File: src/design/pidpi_pkg.sv
// Shared constants, configuration codes and structures of the PID unit.
package pidpi_pkg;

    localparam int FRAC_BITS = 12;
    localparam int DATA_W    = 16;
    localparam int GAIN_W    = 16;
    localparam int LIMIT_W   = 15;
    localparam int ERR_W     = DATA_W + 1;
    localparam int ACC_W     = 32;
    localparam int SUM_W     = GAIN_W + ERR_W + 5;
    localparam int CFG_IDX_W = 3;

    typedef enum logic [CFG_IDX_W-1:0] {
        CFG_MODE         = 3'd0,
        CFG_GAIN_P       = 3'd1,
        CFG_GAIN_I       = 3'd2,
        CFG_GAIN_D       = 3'd3,
        CFG_OUTPUT_LIMIT = 3'd4,
        CFG_INTEG_CLAMP  = 3'd5
    } t_cfg_index;

    localparam logic MODE_POSITIONAL  = 1'b0;
    localparam logic MODE_INCREMENTAL = 1'b1;

    typedef struct packed {
        logic                      mode;
        logic signed [GAIN_W-1:0]  gain_p;
        logic signed [GAIN_W-1:0]  gain_i;
        logic signed [GAIN_W-1:0]  gain_d;
        logic        [LIMIT_W-1:0] output_limit;
        logic        [LIMIT_W-1:0] integ_clamp;
    } t_cfg;

    typedef struct packed {
        logic signed [DATA_W-1:0] drive;
        logic                     limited;
    } t_result;

endpackage

File: src/design/pidpi_ifs.sv
// Handshake channel interfaces of the PID unit: samples, results and configuration.
interface pidpi_sample_if;
    logic                                 valid;
    logic                                 ready;
    logic signed [pidpi_pkg::DATA_W-1:0]  measured;
    logic signed [pidpi_pkg::DATA_W-1:0]  setpoint;

    modport source (output valid, output measured, output setpoint, input ready);
    modport sink   (input valid, input measured, input setpoint, output ready);
endinterface

interface pidpi_result_if;
    logic                                 valid;
    logic                                 ready;
    logic signed [pidpi_pkg::DATA_W-1:0]  drive;
    logic                                 limited;

    modport source (output valid, output drive, output limited, input ready);
    modport sink   (input valid, input drive, input limited, output ready);
endinterface

interface pidpi_cfg_if;
    logic                                 valid;
    logic                                 ready;
    logic [pidpi_pkg::CFG_IDX_W-1:0]      index;
    logic [pidpi_pkg::DATA_W-1:0]         data;

    modport source (output valid, output index, output data, input ready);
    modport sink   (input valid, input index, input data, output ready);
endinterface

File: src/design/pid_position_incremental_unit.sv
// Top level of the PID unit: sample register, PID pass and result register.
// Flow: a sample waits in the sample register, and its result is registered in the result register when it advances.
// Throughput: one sample per cycle while the result register is free or drained; the single registered pass
// through the three multipliers, sums and clamps closes the state loop on each advance.
// Reset: synchronous, active low; clears both stages, error history, integral
// and held output, and loads the default configuration.
module pid_position_incremental_unit (
    input  logic             i_clk,
    input  logic             i_rst_n,
    pidpi_sample_if.sink     i_sample,
    pidpi_cfg_if.sink        i_cfg,
    pidpi_result_if.source   o_result
);

    pidpi_pkg::t_cfg    w_cfg;
    pidpi_pkg::t_result w_core_result;
    pidpi_pkg::t_result r_out;

    logic                                 r_in_valid;
    logic signed [pidpi_pkg::DATA_W-1:0]  r_measured;
    logic signed [pidpi_pkg::DATA_W-1:0]  r_setpoint;
    logic                                 r_out_valid;
    logic                                 w_advance;
    logic                                 w_in_ready;

    pidpi_cfg_regs u_cfg_regs (
        .i_clk   (i_clk),
        .i_rst_n (i_rst_n),
        .i_cfg   (i_cfg),
        .o_cfg   (w_cfg)
    );

    pidpi_core u_core (
        .i_clk      (i_clk),
        .i_rst_n    (i_rst_n),
        .i_cfg      (w_cfg),
        .i_advance  (w_advance),
        .i_measured (r_measured),
        .i_setpoint (r_setpoint),
        .o_result   (w_core_result)
    );

    // Advance when the result register is free or being drained this cycle
    assign w_advance  = r_in_valid && (!r_out_valid || o_result.ready);
    assign w_in_ready = !r_in_valid || w_advance;

    assign i_sample.ready   = w_in_ready;
    assign o_result.valid   = r_out_valid;
    assign o_result.drive   = r_out.drive;
    assign o_result.limited = r_out.limited;

    always_ff @(posedge i_clk) begin
        if (!i_rst_n) begin
            r_in_valid  <= 1'b0;
            r_out_valid <= 1'b0;
        end else begin
            if (w_in_ready) begin
                r_in_valid <= i_sample.valid;
            end
            if (w_advance) begin
                r_out_valid <= 1'b1;
            end else if (o_result.ready) begin
                r_out_valid <= 1'b0;
            end
        end
    end

    always_ff @(posedge i_clk) begin
        if (w_in_ready && i_sample.valid) begin
            r_measured <= i_sample.measured;
            r_setpoint <= i_sample.setpoint;
        end
        if (w_advance) begin
            r_out <= w_core_result;
        end
    end

    a_no_result_after_reset: assert property (@(posedge i_clk)
        $past(!i_rst_n) |-> !o_result.valid)
        else $error("result valid straight after reset");

    a_drive_in_range: assert property (@(posedge i_clk) disable iff (!i_rst_n)
        o_result.valid |-> (o_result.drive != 16'sh8000))
        else $error("drive outside the symmetric output range");

    a_full_transfer_advances: assert property (@(posedge i_clk) disable iff (!i_rst_n)
        (i_sample.valid && i_sample.ready && r_in_valid) |-> w_advance)
        else $error("sample transfer into an occupied stage without advance");

    a_stalled_result_kept: assert property (@(posedge i_clk) disable iff (!i_rst_n)
        (r_out_valid && !o_result.ready) |=> (r_out_valid && $stable(r_out)))
        else $error("waiting result lost or changed");

endmodule

File: src/design/pidpi_cfg_regs.sv
// Configuration register bank of the PID unit.
module pidpi_cfg_regs (
    input  logic                i_clk,
    input  logic                i_rst_n,
    pidpi_cfg_if.sink           i_cfg,
    output pidpi_pkg::t_cfg     o_cfg
);

    pidpi_pkg::t_cfg r_cfg;

    assign i_cfg.ready = 1'b1;
    assign o_cfg       = r_cfg;

    always_ff @(posedge i_clk) begin
        if (!i_rst_n) begin
            r_cfg.mode         <= pidpi_pkg::MODE_INCREMENTAL;
            r_cfg.gain_p       <= '0;
            r_cfg.gain_i       <= '0;
            r_cfg.gain_d       <= '0;
            r_cfg.output_limit <= '1;
            r_cfg.integ_clamp  <= '1;
        end else if (i_cfg.valid) begin
            unique case (i_cfg.index)
                pidpi_pkg::CFG_MODE:           r_cfg.mode   <= i_cfg.data[0];
                pidpi_pkg::CFG_GAIN_P:         r_cfg.gain_p <= $signed(i_cfg.data);
                pidpi_pkg::CFG_GAIN_I:         r_cfg.gain_i <= $signed(i_cfg.data);
                pidpi_pkg::CFG_GAIN_D:         r_cfg.gain_d <= $signed(i_cfg.data);
                pidpi_pkg::CFG_OUTPUT_LIMIT:
                    r_cfg.output_limit <= i_cfg.data[pidpi_pkg::LIMIT_W-1:0];
                pidpi_pkg::CFG_INTEG_CLAMP:
                    r_cfg.integ_clamp <= i_cfg.data[pidpi_pkg::LIMIT_W-1:0];
                default: ;
            endcase
        end
    end

endmodule

File: src/design/pidpi_core.sv
// PID arithmetic for one sample, with error history, integral and held output state.
module pidpi_core (
    input  logic                                 i_clk,
    input  logic                                 i_rst_n,
    input  pidpi_pkg::t_cfg                      i_cfg,
    input  logic                                 i_advance,
    input  logic signed [pidpi_pkg::DATA_W-1:0]  i_measured,
    input  logic signed [pidpi_pkg::DATA_W-1:0]  i_setpoint,
    output pidpi_pkg::t_result                   o_result
);

    localparam int ERR_W  = pidpi_pkg::ERR_W;
    localparam int GAIN_W = pidpi_pkg::GAIN_W;
    localparam int ACC_W  = pidpi_pkg::ACC_W;
    localparam int SUM_W  = pidpi_pkg::SUM_W;
    localparam int FRAC   = pidpi_pkg::FRAC_BITS;
    localparam int DATA_W = pidpi_pkg::DATA_W;
    localparam logic [ACC_W:0] TRUNC_BIAS = (ACC_W+1)'((1 << FRAC) - 1);

    typedef struct packed {
        logic signed [SUM_W-1:0] value;
        logic                    hit;
    } t_clamp;

    logic signed [ERR_W-1:0] r_err_prev;
    logic signed [ERR_W-1:0] r_err_prev2;
    logic signed [ACC_W-1:0] r_integral;
    logic signed [ACC_W-1:0] r_held;

    logic signed [ERR_W-1:0]          w_err;
    logic signed [ERR_W:0]            w_diff1;
    logic signed [ERR_W+1:0]          w_diff2;
    logic signed [ERR_W:0]            w_p_op;
    logic signed [ERR_W+1:0]          w_d_op;
    logic signed [GAIN_W+ERR_W:0]     w_p_prod;
    logic signed [GAIN_W+ERR_W-1:0]   w_i_prod;
    logic signed [GAIN_W+ERR_W+1:0]   w_d_prod;
    logic signed [SUM_W-1:0]          w_ilim;
    logic signed [SUM_W-1:0]          w_olim;
    logic signed [SUM_W-1:0]          w_i_pre;
    logic signed [SUM_W-1:0]          w_base;
    logic signed [SUM_W-1:0]          w_sum;
    t_clamp                           w_i_clamp;
    t_clamp                           w_o_clamp;
    logic signed [ACC_W-1:0]          w_i_new;
    logic signed [ACC_W-1:0]          w_out_val;
    logic        [ACC_W:0]            w_adj;
    logic                             w_incr;

    function automatic t_clamp clamp_sym(input logic signed [SUM_W-1:0] x,
                                         input logic signed [SUM_W-1:0] lim);
        t_clamp c;
        c.hit = 1'b1;
        if (x > lim) begin
            c.value = lim;
        end else if (x < -lim) begin
            c.value = -lim;
        end else begin
            c.value = x;
            c.hit   = 1'b0;
        end
        return c;
    endfunction

    always_comb begin
        w_incr  = (i_cfg.mode == pidpi_pkg::MODE_INCREMENTAL);
        w_err   = ERR_W'(i_setpoint) - ERR_W'(i_measured);
        w_diff1 = (ERR_W+1)'(w_err) - (ERR_W+1)'(r_err_prev);
        w_diff2 = (ERR_W+2)'(w_err) - ((ERR_W+2)'(r_err_prev) <<< 1)
                + (ERR_W+2)'(r_err_prev2);

        // Incremental mode shifts every term down one difference order
        w_p_op = w_incr ? w_diff1 : (ERR_W+1)'(w_err);
        w_d_op = w_incr ? w_diff2 : (ERR_W+2)'(w_diff1);

        w_p_prod = i_cfg.gain_p * w_p_op;
        w_i_prod = i_cfg.gain_i * w_err;
        w_d_prod = i_cfg.gain_d * w_d_op;

        w_ilim = $signed(SUM_W'(i_cfg.integ_clamp) << FRAC);
        w_olim = $signed(SUM_W'(i_cfg.output_limit) << FRAC);

        w_i_pre   = w_incr ? SUM_W'(w_i_prod) : SUM_W'(r_integral) + SUM_W'(w_i_prod);
        w_i_clamp = clamp_sym(w_i_pre, w_ilim);
        w_i_new   = w_i_clamp.value[ACC_W-1:0];

        w_base    = w_incr ? SUM_W'(r_held) : '0;
        w_sum     = w_base + SUM_W'(w_p_prod) + SUM_W'(w_i_new) + SUM_W'(w_d_prod);
        w_o_clamp = clamp_sym(w_sum, w_olim);
        w_out_val = w_o_clamp.value[ACC_W-1:0];

        // Bias negative values so the shift truncates toward zero
        w_adj = {w_out_val[ACC_W-1], w_out_val}
              + (w_out_val[ACC_W-1] ? TRUNC_BIAS : '0);

        o_result.drive   = $signed(w_adj[FRAC+DATA_W-1:FRAC]);
        o_result.limited = w_o_clamp.hit;
    end

    always_ff @(posedge i_clk) begin
        if (!i_rst_n) begin
            r_err_prev  <= '0;
            r_err_prev2 <= '0;
            r_integral  <= '0;
            r_held      <= '0;
        end else if (i_advance) begin
            r_err_prev  <= w_err;
            r_err_prev2 <= r_err_prev;
            r_integral  <= w_i_new;
            if (w_incr) begin
                r_held <= w_out_val;
            end
        end
    end

endmodule
File: src/flat_wrapper.sv
// flat-port wrapper written by rule: the top's interface ports become plain ports
module pid_position_incremental_unit_flat 
  (i_clk, i_rst_n, i_sample_valid, i_sample_measured, i_sample_setpoint, i_sample_ready, i_cfg_valid, i_cfg_index, i_cfg_data, i_cfg_ready, o_result_valid, o_result_drive, o_result_limited, o_result_ready);
  pidpi_sample_if i_sample_i ();
  pidpi_cfg_if i_cfg_i ();
  pidpi_result_if o_result_i ();
  input  logic i_clk;
  input  logic i_rst_n;
  input wire logic [$bits(i_sample_i.valid)-1:0] i_sample_valid;
  input wire logic [$bits(i_sample_i.measured)-1:0] i_sample_measured;
  input wire logic [$bits(i_sample_i.setpoint)-1:0] i_sample_setpoint;
  output wire logic [$bits(i_sample_i.ready)-1:0] i_sample_ready;
  input wire logic [$bits(i_cfg_i.valid)-1:0] i_cfg_valid;
  input wire logic [$bits(i_cfg_i.index)-1:0] i_cfg_index;
  input wire logic [$bits(i_cfg_i.data)-1:0] i_cfg_data;
  output wire logic [$bits(i_cfg_i.ready)-1:0] i_cfg_ready;
  output wire logic [$bits(o_result_i.valid)-1:0] o_result_valid;
  output wire logic [$bits(o_result_i.drive)-1:0] o_result_drive;
  output wire logic [$bits(o_result_i.limited)-1:0] o_result_limited;
  input wire logic [$bits(o_result_i.ready)-1:0] o_result_ready;
  assign i_sample_i.valid = i_sample_valid;
  assign i_sample_i.measured = i_sample_measured;
  assign i_sample_i.setpoint = i_sample_setpoint;
  assign i_sample_ready = i_sample_i.ready;
  assign i_cfg_i.valid = i_cfg_valid;
  assign i_cfg_i.index = i_cfg_index;
  assign i_cfg_i.data = i_cfg_data;
  assign i_cfg_ready = i_cfg_i.ready;
  assign o_result_valid = o_result_i.valid;
  assign o_result_drive = o_result_i.drive;
  assign o_result_limited = o_result_i.limited;
  assign o_result_i.ready = o_result_ready;
  pid_position_incremental_unit u_core (.i_clk(i_clk), .i_rst_n(i_rst_n), .i_sample(i_sample_i), .i_cfg(i_cfg_i), .o_result(o_result_i));
endmodule
File: config.mk
export PLATFORM = sky130hd
export DESIGN_NAME = pid_position_incremental_unit_flat
export DESIGN_NICKNAME = d
export VERILOG_FILES = /design/src/design/pidpi_pkg.sv /design/src/design/pidpi_ifs.sv /design/src/design/pid_position_incremental_unit.sv /design/src/design/pidpi_cfg_regs.sv /design/src/design/pidpi_core.sv /design/src/flat_wrapper.sv
export SDC_FILE = /design/constraint.sdc
export NUM_CORES = 2
export LEC_CHECK = 0
export ABC_AREA = 1
export BUFFER_PORTS_ARGS = -buffer_cell sky130_fd_sc_hd__clkbuf_2
export CAP_MARGIN = 40
export CORE_MARGIN = 5
export CORE_UTILIZATION = 60
export CTS_BUF_LIST = sky130_fd_sc_hd__clkbuf_4 sky130_fd_sc_hd__clkbuf_8
export DETAILED_ROUTE_END_ITERATION = 10
export GPL_TIMING_DRIVEN = 1
export PLACE_DENSITY_LB_ADDON = 0.2
export SLEW_MARGIN = 0
export SYNTH_ARGS = -nofsm -noshare
export SYNTH_HDL_FRONTEND = slang
export SYNTH_SLANG_ARGS = --single-unit
File: constraint.sdc
create_clock -name i_clk -period 27.8 [get_ports i_clk]
set_input_delay 0 -clock i_clk [delete_from_list [all_inputs] [get_ports i_clk]]
set_output_delay 0 -clock i_clk [all_outputs]
set_load 0.02 [all_outputs]
# [Word-level counts from Yosys, hierarchy flattened]
# Cells that the tools add are included.
# Widths: inputs -> output; s select.
[word_totals] reg_bits=228 latch_bits=0 mem_bits_rw=0 mem_bits_ro=0 inputBits=56 out_inout_bits=20 wordCells=66 memories=0
[op_classes] addsub=11 mul=3 div_mod_pow=0 order_cmp=4 n_eq_ne=5 shifts=0 n_mux=12 n_bitwise=0 reduce_logical=15
[op_table] cell="$mux 32" count=4
[op_table] cell="$gt 38x28->1" count=2
[op_table] cell="$lt 38x38->1" count=2
[op_table] cell="$mux 38" count=2
[op_table] cell="$neg 27->38" count=2
[op_table] cell="$add 38x32->38" count=1
[op_table] cell="$add 38x34->38" count=1
[op_table] cell="$add 38x35->38" count=1
[op_table] cell="$mul 16x19->35" count=1
[op_table] cell="$add 32x33->34" count=1
[op_table] cell="$mul 16x18->34" count=1
[op_table] cell="$mul 16x17->33" count=1
[op_table] cell="$add 28x13->28" count=1
[op_table] cell="$add 19x17->19" count=1
[op_table] cell="$mux 19" count=1
[op_table] cell="$sub 17x18->19" count=1
[op_table] cell="$mux 18" count=1
[op_table] cell="$sub 17x17->18" count=1
[op_table] cell="$sub 16x16->17" count=1
[op_table] cell="$reduce_and 2->1" count=7
[op_table] cell="$mux 12" count=1
[op_table] cell="$eq 3x2->1 const B" count=2
[op_table] cell="$eq 3x3->1 const B" count=2
[op_table] cell="$eq 3x1->1 const B" count=1
[op_table] cell="6 further kinds" count=11

# [Logic depth before layout (Yosys ltp)]
[logic_depth] word_depth=14 depth_mapped=132 mapped_depth_nobuf=130

# [By module]
# A second synthesis with hierarchy kept.
[hier_totals] hier_cells=6811 hier_area_um2=53186.0
[by_module_without_submodules] module="pidpi_core" instances=1 cells_each=6320 area_each_um2=48527.8 seq_area_each_um2=1961.9
[by_module_without_submodules] module="pidpi_cfg_regs" instances=1 cells_each=429 area_each_um2=3091.7 seq_area_each_um2=1581.5
[by_module_without_submodules] module="pid_position_incremental_unit" instances=1 cells_each=62 area_each_um2=1566.5 seq_area_each_um2=1511.4

# [Worst setup path after synthesis]
# Ideal clock, no wire load.
[synth_timing] path_type="reg-to-reg" startpoint="register u_core.r_measured[0] (netlist name)" endpoint="register u_core.r_out (netlist bit u_core.o_result.drive[6]), data pin" setup_time_ns=0.258 arrival_ns=19.117 required_ns=27.542 slack_ns=8.425 path_stages_with_launch=118 path_buffers=1 period_less_slack_ns=19.375 cell_sequence="edfxtp_1 > ha_1 > fa_1 > o21ai_0 > nand2_1 > nand2_1 > a21oi_1 > inv_1 > nand2_1 > nand2_1 > a21oi_1 > inv_1 > nand2_1 > nand2_1 > a21oi_1 > or2_2 > nand2_1 > a21oi_1 > [82 not listed] > nand3_1 > or2_2 > nand3_2 > nand2_2 > nand2_2 > nor2_2 > buf_4 > o21ai_0 > inv_1 > ha_1 > nand2_1 > nor2_1 > nand2_1 > o21ai_0 > nand2_1 > nand2_2 > nand3b_1 > xor2_1"
[synth_lines] element="start, declared" line="pid_position_incremental_unit.sv:20" rtl="logic signed [pidpi_pkg::DATA_W-1:0] r_measured;"
[synth_lines] element="start signal, assigned" line="pid_position_incremental_unit.sv:70" rtl="r_measured <= i_sample.measured;"
[synth_lines] element="end signal, assigned" line="pid_position_incremental_unit.sv:74" rtl="r_out <= w_core_result;"
[synth_lines] element="end, declared" line="pid_position_incremental_unit.sv:17" rtl="pidpi_pkg::t_result r_out;"

==> run metrics <==
first-pass GRT wire length 272000 µm; Syn Inst Count 6715; Fillers 7964; CP endpoint kind flip-flop; register area share after synthesis 0.0954; worst skew pair latency 680 ps; Die Wd 307 µm; Layout Nets 8242; setup tns final 0 ps; utilization after layout 0.637; Slew @ Worst Pin 992 ps; final antenna-violating net count 0; fin crit period 24530 ps; post-cts hold buffer count 60; max-cap violation count 0; PostCTS Resize Cnt 0; Syn Nets 8230; cell mode on critical path nand2_1; Yosys warning count 0; proportion of layout cells with a drive suffix above 1 0.0501; largest net degree at the start of global routing 86; gr usage total 0.378; Syn Std Cell Area 53000 µm²; hold_sp i_sample_setpoint[10]; Clock transition at path regs 70 ps; Slew Viols, Final 0; clk sinks 228; sequential cell area 5060 µm²; vias in the first global route 45900; Top FF cell, synth dfxtp_1; CP Data Arrival Time 24950 ps; Core Rows 109; Detailed Route Iter0 Violations 4509; io pins 76; leading cell type in the layout, fill and taps excluded inv_1; die area 94400 µm²; synthesized area per cell 7.89 µm²; CTS tree yes; crit path kind reg -> reg; Worst slew margin 0.338; final worst path period share 0.883; clock buffer depth 3; Die Ht 307 µm; Vias 44600; # setup viols final 0; GR Overflow Total 0; fmax 40.8 MHz; GPL Wtd Cong 1.01; multi-input logic area 40600 µm²; Routed WL 175000 µm; initial core utilization 0.602; Hold Path Class in -> reg; Slowest Stage Delay on Critical Path 640 ps; TritonCTS Buffers 48; H-tree levels 2; clk_skew 50.0 ps; EDFF count, synth 49; hpwl dp 146000 µm; asr flop ratio synth 0; P&R area growth vs syn 5.79%; total setup buffers inserted after CTS 0; Pre-Repair DR Iteration Count 9; Seq cells post-synth 228; worst setup path startpoint u_core.r_setpoint[0]$_DFFE_PP_; Root Driver clkbuf_8; Slowest-stage cell, CP fa_1; CORE AREA 88100 µm²; Startpoint Class flip-flop; Critical Path Fanout Max 31; port bufs 74; DRC viols 0; most frequent cells in the layout inv_1 (1690), nand2_1 (1261), fa_1 (1055), nor2_1 (517), ha_1 (404); Avg WL per Cell 22.0 µm; Vias/cell 5.62; Final Hold Viols 0; status finished clean; Unique masters post-synth 61; Worst Path Required 28220 ps; worst flop-to-flop path startpoint u_core.r_setpoint[0]$_DFFE_PP_; RSZ-0062 raised after global routing no; initial antenna violation count 7
-- registers in the layout (all words and copies together) (netlist names) --
name and count:
u_core.u_cfg_regs.o_cfg 79, u_core.r_in_valid 1, u_core.u_core.r_err_prev 17, u_core.u_core.r_err_prev2 17
u_core.r_setpoint 16, u_core.r_measured 16, u_core.u_core.r_integral 32, u_core.o_result.limited 1
u_core.u_core.r_held 32, u_core.o_result.valid 1, u_core.o_result.drive 16
-- routing by layer --
metal  part of all wire  GRT usage  up-vias  wire length [µm]
met5            0.00071          0        -               125
met4              0.044      0.139        4              7610
met3               0.12      0.118      417             20700
met2               0.44      0.571     2280             76700
met1               0.40      0.518    21800             69700
li1                   -          -    20100                 -
-- metrics by stage --
stage                     instances  instance area, µm²  setup WS [ps]  hold slack, ps
after detailed placement       7781               54400           3740             179
after global placement         7770               54200           4080             178
after CTS                      7929               56000           3580          0.0698
after global routing           7931               56100           1530            25.1
final                          7939               56100           3270            43.2
after floorplan                6715               53000           8430            98.9
-- area by class of cell --
| cell class | count | share of cell area |
|---|---|---|
| clock inverters | 17 | 0.00274 |
| inverters | 1722 | 0.115 |
| repair buffers | 179 | 0.0250 |
| clock buffers | 71 | 0.0160 |
| multi-input cells | 4548 | 0.724 |
| well taps | 1165 | 0.0260 |
| flip-flops and latches | 228 | 0.0902 |
| diodes | 9 | 0.000402 |
-- path summary, 6_finish.rpt --
path / to / slack (ps) / depth (start not counted)
worst max register to register: u_core.o_result.drive[15]$_DFFE_PP_ / 3270 / 120
worst min register to register: u_core.u_cfg_regs.o_cfg[71]$_SDFFE_PN0P_ / 490 / 2
worst min-delay path: u_core.r_setpoint[10]$_DFFE_PP_ / 40 / 2
worst max-delay path: u_core.o_result.drive[15]$_DFFE_PP_ / 3270 / 120
-- cell families (layout without fill, tap and decap cells) --
group / count (synthesis) / after routing / share of synthesized area
simple gates: 2179 / 2179 / 0.170
buf+inv: 1939 / 1989 / 0.139
fa+ha+maj: 1459 / 1459 / 0.494
compound gates: 785 / 785 / 0.0814
flops: 228 / 228 / 0.0954
xor+xnor: 124 / 124 / 0.0205
other cells: 1 / 10 / 0.0000707
-- worst max-delay path: cells and delay by family (launching register included) --
family                   cells  cell delay (ps)
AO/OA/AOI/OAI               17             2710
flip-flops                   1              330
XOR/XNOR                     2              630
buffers and inverters       24             3240
AND/OR/NAND/NOR             56             8510
adder cells (fa/ha/maj)     21             8800
-- synth_stat cells, types with 15 or more instances --
cell type | number | area (µm²)
fa_1 | 1055 | 21100
o21bai_1 | 20 | 150
nor3_1 | 30 | 150
o211ai_1 | 37 | 278
nor4_1 | 15 | 93.8
ha_1 | 404 | 5050
clkinv_1 | 18 | 67.6
o21ai_0 | 277 | 1390
o21ai_1 | 17 | 85.1
dfxtp_1 | 179 | 3580
edfxtp_1 | 49 | 1470
xnor2_1 | 39 | 342
xor2_1 | 85 | 744
nand3_2 | 19 | 190
nand2_1 | 1261 | 4730
nand2_2 | 33 | 206
buf_1 | 28 | 105
clkbuf_1 | 172 | 646
a21oi_1 | 356 | 1780
inv_1 | 1691 | 6350
or2_2 | 31 | 194
nand3_1 | 208 | 1040
nor2_1 | 518 | 1940
nand4_1 | 33 | 206
a21o_1 | 15 | 113
Power is not shown: default switching activity piles up to over one toggle a cycle in this logic, so the estimate is an artifact.
